## config.mk

```make
export PLATFORM = sky130hd
export DESIGN_NAME = irmse_ctrl
export DESIGN_NICKNAME = d
export VERILOG_FILES = /design/src/hdl/irmse_pkg.sv /design/src/hdl/irmse_ctrl.sv
export SDC_FILE = /design/constraint.sdc
export NUM_CORES = 1
export LEC_CHECK = 0
export BUFFER_PORTS_ARGS = -buffer_cell sky130_fd_sc_hd__buf_2
export CAP_MARGIN = 20
export CELL_PAD_IN_SITES_DETAIL_PLACEMENT = 0
export CELL_PAD_IN_SITES_GLOBAL_PLACEMENT = 1
export CORE_MARGIN = 4
export CORE_UTILIZATION = 29
export CTS_CLUSTER_SIZE = 28
export DETAILED_ROUTE_END_ITERATION = 8
export PLACE_DENSITY = 0.85
export SKIP_LAST_GASP = 1
export SLEW_MARGIN = 20
export SYNTH_ARGS = -nofsm -noshare
export SYNTH_HDL_FRONTEND = slang
export SYNTH_SLANG_ARGS = --single-unit
```

## constraint.sdc

```tcl
create_clock -name clk -period 2.22 [get_ports clk]
set_clock_uncertainty 0.05 [all_clocks]
set_input_delay 0.333 -clock clk [delete_from_list [all_inputs] [get_ports clk]]
set_output_delay 0.333 -clock clk [all_outputs]
set_load 0.1 [all_outputs]
```

## src/hdl/irmse_pkg.sv

```systemverilog
// irmse_pkg: shared constants, command codes and controller/datapath interface types
// for the interpolated RMSE block. No dependencies.
package irmse_pkg;
	localparam int SIM_DEPTH = 1024;
	localparam int AW = $clog2(SIM_DEPTH);
	localparam int CW = AW + 1;

	localparam logic [1:0] CMD_LOAD = 2'd0;
	localparam logic [1:0] CMD_REF = 2'd1;
	localparam logic [1:0] CMD_FINISH = 2'd2;
	localparam logic [1:0] CMD_UNUSED = 2'd3;

	localparam logic [1:0] ST_OK = 2'd0;
	localparam logic [1:0] ST_FULL = 2'd1;
	localparam logic [1:0] ST_RANGE = 2'd2;
	localparam logic [1:0] ST_NOREF = 2'd3;

	typedef struct packed {
		logic latch;      // capture input word
		logic load;       // append sample to store
		logic set_full;
		logic set_range;
		logic rd_first;   // read entry 0
		logic rd_last;    // read entry n-1
		logic rd_idx;     // read entry at scan index
		logic cap_lo;     // capture read data as left point
		logic cap_hi;     // capture read data as right point
		logic cap_first;
		logic idx_inc;
		logic idx_clr;
		logic div_start;
		logic mul1;       // frac * diff
		logic mul2;       // error: sample minus interpolated value
		logic mul3;
		logic accum;
		logic sqrt_start;
		logic emit;
		logic clear;
	} irmse_cmd_t;

	typedef struct packed {
		logic short_series;
		logic outside;
		logic in_bracket;
		logic last_interval;
		logic zero_span;
		logic div_done;
		logic sqrt_done;
		logic full;
		logic no_report;  // status not ok
	} irmse_sts_t;
endpackage

```

## src/hdl/irmse_ctrl.sv

```systemverilog
// irmse_ctrl: sequencer for load, reference scan/interpolate/accumulate and
// finish/report. Depends on irmse_pkg.
module irmse_ctrl import irmse_pkg::*; (
	input logic clk,
	input logic arst_n,
	input logic start,
	input logic [1:0] command,
	input irmse_sts_t sts,
	output irmse_cmd_t cmd,
	output logic busy,
	output logic done
);
	localparam logic [3:0] S_IDLE = 4'd0, S_DEC = 4'd1, S_RDF = 4'd2, S_RDL = 4'd3,
		S_CHK = 4'd4, S_RDLO = 4'd5, S_RDHI = 4'd6, S_CAPHI = 4'd7, S_TEST = 4'd8,
		S_DIV = 4'd9, S_MUL1 = 4'd10, S_MUL2 = 4'd11, S_MUL3 = 4'd12, S_ACC = 4'd13,
		S_SQRT = 4'd14, S_EMIT = 4'd15;
	logic [3:0] st_q, st_d;
	logic [1:0] op_q;

	always_ff @(posedge clk or negedge arst_n) begin
		if (!arst_n) begin
			st_q <= S_IDLE; op_q <= CMD_LOAD; done <= 1'b0;
		end else begin
			st_q <= st_d;
			done <= (st_q == S_EMIT);
			if (start && st_q == S_IDLE) op_q <= command;
		end
	end

	assign busy = st_q != S_IDLE;

	always_comb begin
		cmd = '0;
		st_d = st_q;
		unique case (st_q)
			S_IDLE: if (start) begin
				cmd.latch = 1'b1; st_d = S_DEC;
			end
			S_DEC: begin
				st_d = S_IDLE;
				if (op_q == CMD_LOAD) cmd.load = 1'b1;
				else if (op_q == CMD_REF) begin
					if (sts.short_series) cmd.set_range = 1'b1;
					else begin
						cmd.rd_first = 1'b1; st_d = S_RDF;
					end
				end else if (op_q == CMD_FINISH) begin
					if (sts.no_report) st_d = S_EMIT;
					else begin
						cmd.sqrt_start = 1'b1; st_d = S_SQRT;
					end
				end
			end
			S_RDF: begin
				// read data holds entry 0 here
				cmd.cap_first = 1'b1; cmd.rd_last = 1'b1; st_d = S_RDL;
			end
			S_RDL: begin
				// keep entry n-1 on the read port for the range check
				cmd.rd_last = 1'b1; cmd.idx_clr = 1'b1; st_d = S_CHK;
			end
			S_CHK: begin
				if (sts.outside) begin
					cmd.set_range = 1'b1; st_d = S_IDLE;
				end else begin
					cmd.rd_idx = 1'b1; st_d = S_RDLO;
				end
			end
			S_RDLO: begin
				cmd.cap_lo = 1'b1; cmd.idx_inc = 1'b1; st_d = S_RDHI;
			end
			S_RDHI: begin
				cmd.rd_idx = 1'b1; st_d = S_CAPHI;
			end
			S_CAPHI: begin
				cmd.cap_hi = 1'b1; st_d = S_TEST;
			end
			S_TEST: begin
				// idx already points at right endpoint
				if (sts.in_bracket) begin
					if (sts.zero_span) st_d = S_MUL2;
					else begin
						cmd.div_start = 1'b1; st_d = S_DIV;
					end
				end else if (sts.last_interval) begin
					cmd.set_range = 1'b1; st_d = S_IDLE;
				end else begin
					// slide window: right point becomes left
					cmd.rd_idx = 1'b1; st_d = S_RDLO;
				end
			end
			S_DIV: if (sts.div_done) st_d = S_MUL1;
			S_MUL1: begin
				cmd.mul1 = 1'b1; st_d = S_MUL2;
			end
			S_MUL2: begin
				cmd.mul2 = 1'b1; st_d = S_MUL3;
			end
			S_MUL3: begin
				cmd.mul3 = 1'b1; st_d = S_ACC;
			end
			S_ACC: begin
				cmd.accum = 1'b1; st_d = S_IDLE;
			end
			S_SQRT: if (sts.sqrt_done) st_d = S_EMIT;
			S_EMIT: begin
				cmd.emit = 1'b1; cmd.clear = 1'b1; st_d = S_IDLE;
			end
			default: st_d = S_IDLE;
		endcase
	end
endmodule

```

**Word level (Yosys, flattened, before mapping)**

Index checks and enable logic that the tools add are counted.

- $add $sub $neg: 0
- $mul: 0
- Div/mod/pow operators: 0
- $lt $le $gt $ge: 0
- Equal/unequal tests: 20
- Shifts and indexed selects: 0
- Mux-type cells: 48
- Bitwise logic cells: 0
- Reduce and logical (&&, ||, !) cells: 7

Operators by type and width:

| kind | number |
|---|---|
| one-hot mux 4 bit (15 select lines) | 1 |
| == test 4 bit, second input constant | 8 |
| 2-to-1 mux 1 bit | 31 |
| 2-to-1 mux 4 bit | 7 |
| == test 4 x 3 -> 1 bit, second input constant | 4 |
| 2-to-1 mux 2 bit | 5 |
| == test 4 x 2 -> 1 bit, second input constant | 2 |
| 2-to-1 mux 3 bit | 2 |
| != test 2 bit, second input constant | 3 |
| one-hot mux 1 bit (3 select lines) | 2 |
| == test 4 x 1 -> 1 bit, second input constant | 1 |
| logical NOT 4 bit | 1 |
| nonzero test 4 bit | 1 |
| OR reduction 2 bit | 2 |
| AND reduction 3 bit | 1 |
| == test 2 x 1 -> 1 bit, second input constant | 1 |
| == test 2 bit, second input constant | 1 |
| logical NOT 2 bit | 1 |
| logical AND 1 bit | 1 |

- Flip-flop bits (word level): 7
- Latch bits: 0
- RAM bits: 0
- ROM bits: 0
- Input port bits: 14
- Output and inout bits: 22
- Word-level logic and storage cells: 78
- Memories: 0

**Longest topological paths before layout**

Gate-level depths: netlist of run 1.

- Depth in word-level cells: 5
- Depth in mapped cells: 6
- Mapped depth without buffers: 4

**Worst setup path before layout of run 1**

No wires, ideal clock.

- Path type: register to output
- Start: register st_q[3]
- End: output port cmd[2] (netlist name)
- Arrival time: 3,145 ps
- Data required time: 1,837 ps
- Slack: -1,308 ps
- Stages on the path, launching flop included: 4
- Buffers on the path: 1
- Cells stage by stage: dfrtp_1 > buf_6 > or4b_4 > nor3_1

RTL lines:

| element | line | RTL |
|---|---|---|
| start, declared | irmse_ctrl.sv:17 | `logic [3:0] st_q, st_d;` |
| start signal, assigned | irmse_ctrl.sv:24 | `st_q <= st_d;` |
| end, declared | irmse_ctrl.sv:9 | `output irmse_cmd_t cmd,` |

==> results of run 1 <==
area by class of cell:
class / instances / share of cell area
Multi-Input combinational cell: 64 / 0.457
Timing Repair Buffer: 38 / 0.312
Sequential cell: 7 / 0.167
Tap cell: 27 / 0.0321
Clock buffer: 4 / 0.0250
Inverter: 2 / 0.00714
worst min-delay path by stage:
stage	startpoint	end	depth (start not counted)	slack, ns
6_report	command[0]	op_q[0]	2	0.26
2_1_floorplan	arst_n	done	0	-0.01
3_5_place_dp	arst_n	op_q[1]	1	0.13
5_1_grt	command[0]	op_q[0]	2	0.26
4_1_cts	command[0]	op_q[0]	2	0.25
3_3_place_gp	arst_n	done	1	0.12
through the flow:
stage | util | cells | TNS, ns | setup slack [ns]
floorplan | - | 82 | -0.571 | -0.176
global route | 0.515 | 142 | 0 | 0.00751
detailed placement | 0.493 | 137 | 0 | 0.353
finish | 0.515 | 142 | 0 | 0.0865
CTS | 0.511 | 142 | 0 | 0.0739
global placement | 0.493 | 137 | 0 | 0.366
layer usage:
| layer | vias to the layer above | part of all wire | track usage |
|---|---|---|---|
| li1 | 355 | - | - |
| met1 | 332 | 0.42 | 0.155 |
| met2 | 25 | 0.51 | 0.209 |
| met3 | 5 | 0.051 | 0.0280 |
| met4 | 0 | 0.015 | 0.0590 |
| met5 | - | 0 | 0 |
registers in the layout, indices dropped and copies added, names as in the netlist:
name / flops
st_q: 4
op_q: 2
done: 1
kinds of logic after synthesis:
kind of cell,after synthesis,synth area share
other,1,0.00580
AND/OR/NAND/NOR,41,0.352
buffers and inverters,11,0.101
AO/OA/AOI/OAI,18,0.201
multiplexers,4,0.0696
flip-flops,7,0.271
placed cells by master, fill, tap and decap left out, drive strengths merged:
cell type	instances
buf	36
nor2	12
dfrtp	7
nor3	7
nor2b	5
clkbuf	5
nand2	4
nand2b	4
a21oi	4
mux2	4
o21ai	3
inv	2
nand3	2
a211o	2
nand3b	2
nor3b	1
a31o	1
or4b	1
a22o	1
a32o	1
and2	1
or3	1
o21a	1
a211oi	1
a311oi	1
o31ai	1
a21bo	1
nand4	1
a32oi	1
conb	1
dlygate4sd3	1
timing repair:
action | in CTS | in global routing
endpoints found under the hold margin | 7 | 0
endpoints found under the setup margin | 0 | 2
gates resized for setup | 0 | 2
hold buffers | 1 | 0
==> flow_summary_export.csv, run 1 <==
group,metric,value,unit
worst_setup_path,rr_worst_depth,5,
clock_network,cts_buffer_depth,2,
placed_design,place_congestion,0.769,
grt,grt_max_degree,18,
grt,antenna_found_initial,0,
floorplan,core,2040,sq um
synthesis,synth_top_area_frac,0.271,
placed_design,dp_hpwl,1.47,mm
cells_and_area,multiInputGateArea,480,sq um
worst_setup_path,critPathCapture,"cmd[16]",
worst_setup_path,critPathBufInv,1,
worst_setup_path,crit_start,"st_q[3]",
synthesis,synthTopCellsByArea,"dfrtp_1, mux2_2, nor2_1, nor3_1, nor2b_1",
grt,grt_pass1_vias,725,
cells_and_area,area_growth,62.5,%
synthesis,synth_most_common_cell,"nor2_1",
timing,fin_crit,2.13,ns
worst_hold_path,hold_path_class,"in2reg",
flow_run,cap_viol_max_count,0,
synthesis,synth_edf_count,0,
synthesis,syn-num-nets,96,
clock_network,ctsHtreeMaxLevel,1,
clock_network,cts_setup_buffers,0,
timing,hold_ws,0.262,ns
floorplan,io_pins,36,
route,vias,717,
grt,grtUsageTotal,0.127,
clock_network,cts-root-buf,"clkbuf_4",
clock_network,cts_tree,"done",
cells_and_area,drive_gt1_frac,0.548,
synthesis,synth-seq-cells,7,
worst_setup_path,path_class,"reg2out",
floorplan,die_x,55.2,um
worst_setup_path,required,1.84,ns
route,final_antenna_net_count,0,
grt,grt_pass1_wl,3.20,mm
route,avgViaCountPerCell,5.05,
synthesis,synth_cells,82,
synthesis,synth_cell_types,35,
worst_setup_path,crit_family,"simple AND/OR/NAND/NOR gates",
synthesis,synthFlopType,"dfrtp_1",
worst_setup_path,crit_path_end_kind,"output port",
worst_setup_path,reg2reg_to,"st_q[0]",
clock_network,clk_pin_slew,0.05,ns
floorplan,rows,16,
timing,setup_viol,0,
worst_setup_path,critical_path_depth,4,
cells_and_area,insertedDiodeCount,0,
worst_setup_path,rrSetupSlack,0.56,ns
run_status,status,"completed",
timing,rsz0062_at_grt,"false",
grt,overflow,0,
timing,finalHoldViolations,0,
synthesis,synthTopCellsByCount,"nor2_1, dfrtp_1, nor3_1, nor2b_1",
worst_setup_path,crit_path_max_incr_delay,0.61,ns
placed_design,place_area,1010,sq um
floorplan,dieArea,3050,sq um
synthesis,ys_warn_count,0,
worst_setup_path,r2r-start,"st_q[2]",
cells_and_area,n_fill_cell,210,
clock_network,cts_sinks,7,
worst_setup_path,startpoint_type,"register",
placed_design,io_buffers,33,
clock_network,clock_latency,0.25,ns
cells_and_area,fin_nets,130,
cells_and_area,final_area,1050,sq um
timing,fin_crit_sh,0.961,
worst_setup_path,crit_chain,"or4b_4 > nor2_4 > a32o_2 > buf_12",
worst_setup_path,cp_data_arrival_time,1.75,ns
route,drc,0,
timing,fmax,0.469,GHz
route,first_pass_iters,4,
timing,maxSlewViolCount,0,
clock_network,cts_buffers,3,
synthesis,synth_area,647,sq um
worst_setup_path,crit_slowest_cell,"or4b_4",
floorplan,die_height,55.2,um
route,drt_iter0_markers,9,
floorplan,start_util,0.317,
cells_and_area,register_area,175,sq um
synthesis,synthArstFlopShare,1.00,
synthesis,ys_seq_area_frac,0.271,
route,routed_wl,1.87,mm
synthesis,synth_top_area_cell,"dfrtp_1",
synthesis,syn_area_per_cell,7.89,sq um
route,wire_per_inst,13.2,um
worst_setup_path,cp_max_fo,4,
Power of run 1 is left out: the tool's default activity adds up to more than one toggle a clock period on the data nets, which glitch-free logic cannot reach.
==> run 2: changes to the inputs <==
Settings changed: ABC_AREA set to 1, CORE_UTILIZATION 29 to 26, PLACE_DENSITY 0.85 to 0.84.
==> flow_summary_export.csv, run 2 <==
group,metric,value,unit
run_status,status,"completed",
grt,grtUsageTotal,0.126,
route,drc,0,
cells_and_area,mostFrequentLayoutCells,"nand2_1, buf_2, nor2_1",
clock_network,ctsHtreeMaxLevel,1,
timing,fmax,0.479,GHz
clock_network,clk_pin_slew,0.05,ns
cells_and_area,largest_reg_flops,4,
timing,maxSlewViolCount,0,
timing,fin_crit_sh,0.939,
timing,setup_viol,0,
worst_hold_path,hold_path_class,"in2reg",
cells_and_area,area_growth,52.9,%
worst_setup_path,cp_data_arrival_time,1.70,ns
cells_and_area,regMostFlops,"st_q",
floorplan,core,2280,sq um
synthesis,synthTopCellsByArea,"dfrtp_1, nand2_1, nor2_1, inv_1, nand3_1",
timing,fin_crit,2.09,ns
route,wire_per_inst,11.0,um
synthesis,synth-seq-cells,7,
worst_setup_path,crit_path_max_incr_delay,0.46,ns
timing,finalHoldViolations,0,
worst_setup_path,startpoint_type,"register",
route,drt_iter0_markers,24,
power_and_ir_drop,p_per_area,1680,nW/um^2
floorplan,start_util,0.280,
route,first_pass_iters,4,
route,vias,826,
floorplan,die_x,57.5,um
synthesis,ys_seq_area_frac,0.275,
clock_network,cts_tree,"done",
synthesis,synthTopCellsByCount,"nand2_1, nor2_1, inv_1, nand3_1, dfrtp_1",
route,final_antenna_net_count,0,
worst_setup_path,path_class,"reg2out",
clock_network,clock_latency,0.25,ns
cells_and_area,fin_nets,169,
power_and_ir_drop,p_leak,0.578,nW
clock_network,cts_buffer_depth,2,
timing,rsz0062_at_grt,"false",
flow_run,cap_viol_max_count,0,
synthesis,syn-num-nets,130,
worst_setup_path,cp_max_fo,6,
synthesis,synth_area,638,sq um
cells_and_area,drive_gt1_frac,0.312,
placed_design,dp_hpwl,1.74,mm
route,routed_wl,2.00,mm
synthesis,syn_area_per_cell,5.50,sq um
worst_setup_path,crit_family,"buffers and inverters",
floorplan,rows,17,
synthesis,synth_edf_count,0,
floorplan,io_pins,36,
grt,overflow,0,
timing,final.setup.worst_slack,0.134,ns
synthesis,synthFlopType,"dfrtp_1",
synthesis,synth_cells,116,
floorplan,dieArea,3310,sq um
synthesis,synth_top_area_frac,0.275,
route,avgViaCountPerCell,4.54,
synthesis,synth_cell_types,14,
clock_network,cts-root-buf,"clkbuf_4",
worst_setup_path,crit_path_end_kind,"output port",
grt,grt_pass1_vias,804,
worst_setup_path,crit_start,"st_q[0]",
worst_setup_path,crit_slowest_cell,"buf_2",
floorplan,die_height,57.5,um
worst_setup_path,crit_chain,"inv_1 > nor2_1 > nand2_1 > nor4_2 > buf_2",
cells_and_area,final_common_cell,"nand2_1",
cells_and_area,insertedDiodeCount,0,
power_and_ir_drop,peakVddDrop,0.828,mV
clock_network,cts_sinks,7,
placed_design,io_buffers,33,
grt,grt_max_degree,8,
worst_setup_path,critPathBufInv,2,
placed_design,place_congestion,0.820,
worst_hold_path,hp-start,"command[1]",
grt,grt_pass1_wl,3.31,mm
cells_and_area,reg.largest.list,"st_q: 4 flops, op_q: 2 flops, done: 1 flops",
grt,antenna_found_initial,0,
synthesis,synth_top_area_cell,"dfrtp_1",
placed_design,place_ws,0.372,ns
clock_network,cts_buffers,3,
timing,tns,0,ns
synthesis,synthArstFlopShare,1.00,
worst_setup_path,required,1.84,ns
worst_setup_path,r2r-start,"st_q[3]",
synthesis,ys_warn_count,0,
==> run 2: worst paths after layout <==
kind,end,slack [ns],cells past startpoint
worst max-delay path,cmd[2],0.13,5
worst min-delay path,op_q[1],0.25,3
worst max register to register,st_q[0],0.84,9
worst min register to register,done,0.63,2
max in group asynchronous,st_q[1],1.58,2
min in group asynchronous,op_q[1],0.38,2
==> run 2: tightest hold or removal path, delay by kind of cell <==
family          cells  cell delay (ns)
buf+inv             1             0.07
simple gates        1             0.04
compound gates      1             0.07
==> run 2: per-layer routing <==
metal / vias up / part of all wire / track usage
met4: 0 / 0.0070 / 0.0298
li1: 428 / - / -
met5: - / 0 / 0
met1: 366 / 0.43 / 0.151
met3: 3 / 0.080 / 0.0452
met2: 29 / 0.48 / 0.215
==> run 2: timing repair <==
action	in CTS	in global routing
setup buffers	0	0
hold endpoints to repair	7	0
setup endpoints to repair	0	2
gates resized for setup	0	2
hold buffers	1	0
==> run 2: where the power goes <==
group	leakage (nW)	switching, mW	total [mW]	internal (mW)
sequential	0.0891	0.0745	0.256	0.181
clock	0.0150	0.0478	0.116	0.0686
combinational	0.474	0.974	1.26	0.290
total	0.578	1.10	1.64	0.540
==> run 2: final cells by class <==
type	count	area [sq um]
timing repair buffer	37	260
inverter	18	67.6
multi-input combinational	88	412
clock buffer	4	26.3
fill	260	1300
tap	28	35.0
sequential	7	175
==> run 2: cells by family after synthesis <==
kind of cell,count (synthesis),share of synthesized area
AND/OR/NAND/NOR,81,0.531
buffers and inverters,21,0.141
other,1,0.00588
AO/OA/AOI/OAI,6,0.0470
flip-flops,7,0.275
==> run 2: stage by stage <==
stage / hold slack [ns] / power, mW / std cells / utilization / cell area, sq um
final: 0.252 / 1.64 / 182 / 0.429 / 976
after global routing: 0.260 / 1.75 / 182 / 0.429 / 976
after CTS: 0.247 / 1.64 / 182 / 0.426 / 968
after detailed placement: 0.126 / 1.52 / 177 / 0.410 / 932
after global placement: 0.121 / 1.50 / 177 / 0.410 / 932
after floorplan: -0.0126 / 1.22 / 116 / - / 672
Note: power is estimated with default switching activity, not from simulation.
